### src/hw/rtl/plcw_pkg.sv
`timescale 1ns / 1ps
`default_nettype none
package plcw_pkg;
	localparam int COORD_BITS_DEF = 32;
	localparam int ONLINE_SHIFT = 24;
	localparam int POS_W = 64;
	localparam int WGT_W = 26;

	typedef enum logic [2:0] {
		REG_ORIGIN_LON = 3'd0,
		REG_ORIGIN_LAT = 3'd1,
		REG_DIR_LON    = 3'd2,
		REG_DIR_LAT    = 3'd3,
		REG_WIND_SIGN  = 3'd4
	} reg_idx_t;

	// controller -> datapath commands
	typedef struct packed {
		logic xform_a;     // latch input, compute partial products
		logic xform_b;     // sum partial products into along/across
		logic store_first;
		logic edge_close;  // 1: current->first, 0: prev->current
		logic edge_load;   // latch edge endpoints
		logic mul_lo;      // multiply step: low partial products
		logic mul_hi;      // multiply step: high partial products
		logic div_start;
		logic commit_prev;
	} dp_cmd_t;

	typedef struct packed {
		logic s_le0;
		logic e_gt0;
		logic s_eq0;
		logic e_eq0;
		logic div_busy;
		logic close_hit;   // closing edge current->first yields an event
	} dp_sts_t;
endpackage
`default_nettype wire

### src/hw/rtl/plcw_ctrl.sv
`timescale 1ns / 1ps
`default_nettype none
module plcw_ctrl (
	input  wire logic               clk,
	input  wire logic               arst_n,
	input  wire logic               in_valid,
	input  wire logic               in_first,
	input  wire logic               in_last,
	output logic                    in_ready,
	input  wire plcw_pkg::dp_sts_t  sts,
	output plcw_pkg::dp_cmd_t       cmd,
	input  wire logic signed [25:0] dir_w,
	input  wire logic [63:0]        s_al,
	input  wire logic [63:0]        e_al,
	input  wire logic [63:0]        xpos,
	output logic                    out_valid,
	input  wire logic               out_ready,
	output logic [63:0]             out_pos,
	output logic signed [25:0]      out_wgt,
	output logic                    out_end
);
	typedef enum logic [3:0] {
		S_IDLE, S_XA, S_XB, S_LOAD, S_CLASS, S_MUL, S_DIVGO, S_DIV,
		S_EMIT, S_ONL2, S_NEXT, S_NONE
	} state_t;

	state_t state_q;
	logic first_q, last_q, close_q, emitted_q, div_wait_q, onl_q;
	logic [2:0] mcnt_q;
	logic [63:0] pend_pos_q;
	logic signed [25:0] pend_wgt_q;
	logic pend_end_q;
	logic signed [25:0] big;
	logic out_free;
	logic out_load;
	logic edge_end;

	assign big      = dir_w <<< plcw_pkg::ONLINE_SHIFT;
	assign in_ready = (state_q == S_IDLE);
	assign out_free = !out_valid || out_ready;
	assign out_load = ((state_q == S_EMIT) || (state_q == S_NONE)) && out_free;
	// last result of an edge ends the polygon unless the closing edge still has events
	assign edge_end = close_q || (last_q && !sts.close_hit);

	always_comb begin
		cmd = '0;
		cmd.xform_a     = (state_q == S_IDLE) && in_valid;
		cmd.xform_b     = (state_q == S_XA);
		cmd.store_first = (state_q == S_XB) && first_q;
		cmd.edge_load   = (state_q == S_LOAD);
		cmd.edge_close  = close_q;
		cmd.mul_lo      = (state_q == S_MUL) && mcnt_q[2:1] == 2'd0;
		cmd.mul_hi      = (state_q == S_MUL) && mcnt_q[2:1] == 2'd1;
		cmd.div_start   = (state_q == S_DIVGO);
		// previous point moves on once the prev->current edge has been latched
		cmd.commit_prev = ((state_q == S_XB) && first_q) || ((state_q == S_LOAD) && !close_q);
	end

	// pending result: one result at a time into the output register
	always_ff @(posedge clk or negedge arst_n) begin
		if (!arst_n) begin
			state_q <= S_IDLE; out_valid <= 1'b0; first_q <= 1'b0; last_q <= 1'b0;
			close_q <= 1'b0; emitted_q <= 1'b0; mcnt_q <= '0; onl_q <= 1'b0;
			div_wait_q <= 1'b0; pend_pos_q <= '0; pend_wgt_q <= '0; pend_end_q <= 1'b0;
			out_pos <= '0; out_wgt <= '0; out_end <= 1'b0;
		end else begin
			if (out_load) out_valid <= 1'b1;
			else if (out_ready) out_valid <= 1'b0;
			case (state_q)
				S_IDLE: if (in_valid) begin
					first_q <= in_first; last_q <= in_last; emitted_q <= 1'b0;
					state_q <= S_XA;
				end
				S_XA: state_q <= S_XB;
				S_XB: begin
					close_q <= first_q;
					if (first_q && !last_q) state_q <= S_IDLE;
					else state_q <= S_LOAD;
				end
				S_LOAD: state_q <= S_CLASS;
				S_CLASS: begin
					mcnt_q <= '0;
					if ((sts.s_le0 && sts.e_gt0) || (!sts.s_le0 && !sts.e_gt0))
						state_q <= S_MUL;
					else if (sts.s_eq0 && sts.e_eq0) begin
						pend_pos_q <= s_al; pend_wgt_q <= big; pend_end_q <= 1'b0;
						onl_q <= 1'b1; state_q <= S_EMIT;
					end else state_q <= S_NEXT;
				end
				S_MUL: begin
					mcnt_q <= mcnt_q + 3'd1;
					if (mcnt_q == 3'd3) state_q <= S_DIVGO;
				end
				S_DIVGO: begin div_wait_q <= 1'b1; state_q <= S_DIV; end
				S_DIV: begin
					div_wait_q <= 1'b0;
					if (!div_wait_q && !sts.div_busy) begin
						pend_pos_q <= xpos;
						pend_wgt_q <= sts.s_le0 ? dir_w : -dir_w;
						pend_end_q <= edge_end;
						state_q <= S_EMIT;
					end
				end
				S_EMIT: if (out_free) begin
					out_pos <= pend_pos_q; out_wgt <= pend_wgt_q;
					out_end <= pend_end_q; emitted_q <= 1'b1;
					if (onl_q) begin
						onl_q <= 1'b0; state_q <= S_ONL2;
					end else state_q <= S_NEXT;
				end
				// second half of on-line pair
				S_ONL2: begin
					pend_pos_q <= e_al; pend_wgt_q <= -big; pend_end_q <= edge_end;
					state_q <= S_EMIT;
				end
				S_NEXT: begin
					if (!close_q && last_q) begin
						close_q <= 1'b1; state_q <= S_LOAD;
					end else if (close_q && !emitted_q) state_q <= S_NONE;
					else state_q <= S_IDLE;
				end
				S_NONE: if (out_free) begin
					out_pos <= '0; out_wgt <= '0; out_end <= 1'b1;
					state_q <= S_IDLE;
				end
				default: state_q <= S_IDLE;
			endcase
		end
	end
endmodule
`default_nettype wire

### config.mk
export PLATFORM = sky130hd
export DESIGN_NAME = plcw_ctrl
export DESIGN_NICKNAME = d
export VERILOG_FILES = /design/src/hw/rtl/plcw_pkg.sv /design/src/hw/rtl/plcw_ctrl.sv
export SDC_FILE = /design/constraint.sdc
export NUM_CORES = 1
export LEC_CHECK = 0
export ABC_AREA = 1
export BUFFER_PORTS_ARGS = -buffer_cell sky130_fd_sc_hd__buf_2
export CAP_MARGIN = 20
export CORE_MARGIN = 3
export CORE_UTILIZATION = 35
export DETAILED_ROUTE_END_ITERATION = 8
export SLEW_MARGIN = 30
export SYNTH_ARGS = -nofsm -noshare
export SYNTH_HDL_FRONTEND = slang
export SYNTH_SLANG_ARGS = --single-unit
### constraint.sdc
create_clock -name clk -period 1.9 [get_ports clk]
set_input_delay 0.285 -clock clk [delete_from_list [all_inputs] [get_ports clk]]
set_output_delay 0.285 -clock clk [all_outputs]
set_load 0.05 [all_outputs]
-- Word level (Yosys, flattened, before mapping)
Index checks and enable logic that the tools add are counted.
Widths: inputs -> output; s select.
- bits in registers: 196
- bits of input ports: 230
- output and inout port bits: 102
- add/subtract/negate cells: 3
- eq/ne operators: 21
- muxes and demuxes: 46
- reductions and logical operators: 45
- operators with widths (cell ; number):
    $mux 64 ; 5
    $pmux 64 s3 ; 1
    $mux 26 ; 6
    $pmux 64 s2 ; 1
    $pmux 26 s3 ; 1
    $neg 26->26 ; 2
    $pmux 26 s2 ; 1
    $pmux 4 s12 ; 1
    $mux 4 ; 8
    $eq 4x3->1 const B ; 4
    $eq 4x4->1 const B ; 4
    $logic_and 1x1->1 ; 14
    $ne 2x2->1 const B ; 7
    $reduce_bool 2->1 ; 7
    $mux 1 ; 12
    $pmux 1 s2 ; 5
    $logic_not 1->1 ; 9
    $eq 4x2->1 const B ; 2
    $reduce_and 4->1 ; 2
    $mux 2 ; 3
    $pmux 3 s2 ; 1
    $reduce_and 3->1 ; 2
    $logic_or 1x1->1 ; 5
    $reduce_and 5->1 ; 1
    10 further kinds ; 11

-- Longest topological paths before layout
- depth after elaboration: 5
- mapped depth: 13
- mapped depth without buffers: 12

-- Least setup slack after synthesis
Ideal clock, no wire load.
- path type: reg2out
- from: register state_q[3]
- to: output cmd[0] (netlist name)
- data arrival time: 2014 ps
- slack: -399 ps
- stages on the path, launching flop included: 6
- cell sequence: dfrtp_1 > nor2_1 > inv_1 > nor2_1 > nand2_1 > o21ai_0
- RTL lines (element ; line ; source):
    start: declaration ; plcw_ctrl.sv:27 ; state_t state_q;
    start signal: assignment ; plcw_ctrl.sv:62 ; state_q <= S_IDLE; out_valid <= 1'b0; first_q <= 1'b0; last_q <= 1'b0;
    start signal: assignment ; plcw_ctrl.sv:72 ; state_q <= S_XA;
    start signal: assignment ; plcw_ctrl.sv:74 ; S_XA: state_q <= S_XB;
    end: declaration ; plcw_ctrl.sv:11 ; output plcw_pkg::dp_cmd_t cmd,

==> results.ini <==
[critical_path]
critPathBufInv=2
critical_path_required_ns=1.62
critPathMaxFanout=5
critical_path.endpoint_type=output port
worstSetupEndpoint=cmd[8]
critPathLaunch=state_q[0]
reg2reg_capture_point=pend_pos_q[3]
ff2ff_path_depth=11
cp_num_cells=5
crit_slowest_cell=dfrtp_2
timing.rr.start=state_q[2]
critical-path-top-delay-family=flip-flops
reg2reg_setup_slack_ns=0.09
critPathArrivalTime_ns=1.57
critical_path_class=flop to output port
timing.critical_path.cells=nor2_2 -> buf_4 -> nand2_2 -> nor2_4 -> buf_6
critPathLaunchType=flop
slowest_delay_ns=0.46

[grt]
global_route.usage.total_pct=19.0
grt_pass1_wl_mm=43.9
grt_start_max_net_pins=56
grt_pass1_vias=8524
grt_antenna_before_repair=0
grt_remaining_overflow=0

[placement]
gpl.final_weighted_congestion=0.895
numPortBuffers=331
dp.final_hpwl_mm=21.3

[detailed_routing]
drc_violation_total_after_the_first_tritonroute_iteration=593
detailedRoute.firstPassIterationCount=4
vias_per_cell=4.76
routed-via-count=8989
wl_met3_mm=1.58
wirelength_met1_mm=13.0
top_layer=met4
routed_length_on_met2_mm=14.0
post-route-drc-count=0
post_drt_wl_per_cell_um=15.3
totalWireLength_mm=28.9
final_antenna_net_count=0

[flow_run]
timing.max_cap.violations=0

[cells_and_area]
flow.area_growth_from_synthesis_pct=31.9
antenna_cells_inserted=0
fin_util_pct=47.6
final_layout_size_suffix_gt1_share_pct=29.8
design.final.nets=1773

[sta]
final_hold_violating_endpoints=0
max_freq_ghz=0.540
timing_max_transition_violations_final=0
final_min_period_over_clock_period_pct=97.5
final-setup-viol-count=0
fin_setup_tns_ns=0
clock_skew_ns=0.0157
final_period_minus_worst_setup_slack_ns=1.85
timing.slew.headroom_pct=74.3
worst_slew_pin_slew_ns=0.386
rsz0062_at_grt=yes

[synth]
synth_area_um2=9530
syn_avg_cell_area_um2=7.92
mappedNetlistNets=1436
synth_cells=1203
yosysSeqAreaShare_pct=51.5
yosys_warnings=0
synth_cell_type_count=35
yosys_register_bits=196

[clock_network]
cts.sinks=196
clk_latency_ns=0.43
cts_root_buffer=clkbuf_16
tritoncts.num_buffers=17
cts_tree=built
clk_transition_reported_paths_ns=0.08
max-clock-path-buffers=2
cts_htree_levels=4

[power]
finalPower_w=0.0199
ir_worst_vdd_mv=0.906
internal_power_w=0.0103
clockPowerShare_pct=17.9
power.static_leakage_nw=6.64
switch_pwr_w=0.00954
seq_power_share_pct=33.7
power.density_nw_per_um2=1580
switching_share_pct=48.0
power_frac_comb_pct=48.4

[die]
placement_rows=59
die-area_um2=29200
design.portCount=332
chipWidth_um=171
die_height_um=171
initial_core_util_pct=36.0
core_area_um2=26400

[status]
status=finished clean

[worst_hold_path]
hold_wc_path_type=input port to flop
holdCritStartpoint=in_last

cells by family after synthesis:
| kind of cell | count (synthesis) | share of synthesized area [%] |
|---|---|---|
| adders and majority gates | 3 | 0.394 |
| buffers and inverters | 204 | 8.98 |
| AOI/OAI and AO/OA | 239 | 14.6 |
| and+or+nand+nor | 549 | 23.5 |
| DFF | 196 | 51.5 |
| xor gates and xnor gates | 12 | 1.10 |
worst min-delay path: stages:
cell and delay, ns:
buf_2 0.08, nand2_1 0.04, o21ai_0 0.06
cell usage after synthesis (all sizes together):
library cell	number	area share, %
xnor2	2	0.18
o21bai	1	0.079
a21oi	6	0.32
xor2	10	0.92
nor3b	1	0.079
ha	3	0.39
a22o	29	2.7
inv	143	5.7
nor4	1	0.066
o21ai	192	10
dfrtp	196	51
nand3	77	4.0
nand3b	2	0.16
nand4	4	0.26
o22ai	11	1.4
or2	3	0.20
and2	2	0.16
clkbuf	25	0.99
nor3	6	0.32
buf	36	2.3
nand2	385	15
nor2	68	2.9
cell type report:
class / count / area (um2)
timing repair inverter: 1 / 5.00
clock buffer: 17 / 425
clock inverter: 15 / 158
fill: 2702 / 13900
multi-input combinational: 803 / 3870
timing repair buffer: 378 / 2230
tap: 335 / 419
inverter: 143 / 547
sequential: 196 / 4910
how the worst min path moves through the flow:
stage	cells after the start	to
2_1_floorplan	0	close_q
3_3_place_gp	1	last_q
3_5_place_dp	1	last_q
4_1_cts	3	first_q
5_1_grt	3	last_q
6_report	3	last_q
layer usage:
| metal | up-vias | global-route usage, % |
|---|---|---|
| met5 | - | 0 |
| met2 | 251 | 31.7 |
| met4 | 0 | 4.55 |
| met3 | 26 | 3.97 |
| met1 | 4203 | 25.4 |
| li1 | 4509 | - |
per-stage QoR:
stage / hold slack [ns] / instance area (um2) / worst slack [ns] / instances
4_1_cts: 0.0588 / 12400 / -0.0181 / 1882
5_1_grt: 0.0595 / 12600 / -0.0689 / 1888
6_report: 0.0695 / 12600 / 0.0469 / 1888
3_3_place_gp: 0.247 / 11800 / 0.118 / 1848
2_1_floorplan: -0.0106 / 9530 / -0.171 / 1203
3_5_place_dp: 0.250 / 11800 / 0.0983 / 1848
sequential cells by signal, summed over array words and instances (netlist names):
name / count
out_pos: 64
close_q: 1
mcnt_q: 3
pend_end_q: 1
pend_pos_q: 64
first_q: 1
pend_wgt_q: 26
last_q: 1
out_end: 1
out_valid: 1
state_q: 4
out_wgt: 26
onl_q: 1
emitted_q: 1
div_wait_q: 1
power groups by stage:
stage	Combinational (W)	Clock (W)	Sequential, W
finish	0.00963	0.00355	0.00670
floorplan	0.00359	0	0.00969
detailed placement	0.00937	0	0.00674
global route	0.0105	0.00386	0.00690
CTS	0.00954	0.00367	0.00669
global placement	0.00928	0	0.00669
layout by cell type (no fill, tap or decap), types with 4 or more instances in the layout:
cell type	netlist	layout
nand4_1	4	4
inv_8	0	6
nor3_1	6	4
a21oi_1	6	6
buf_4	2	32
xor2_1	10	10
dfrtp_1	196	193
nand2_1	382	376
buf_12	0	10
nor2_1	64	57
inv_1	137	133
nor2_4	2	8
clkinv_4	0	4
buf_6	7	10
nand3_1	77	76
inv_2	5	7
buf_2	22	322
nand2_2	2	6
o22ai_2	10	10
clkbuf_16	0	17
a22o_1	29	29
o21ai_1	51	53
o21ai_0	140	136
what timing repair did:
action | CTS | global route
endpoints found under the hold margin | 34 | 0
cloned | 0 | 1
pin swaps | 1 | 4
hold buffers | 1 | 0
resized for setup | 28 | 28
endpoints found under the setup margin | 9 | 126
setup buffers | 1 | 5
(Power assumes the default switching activity.)
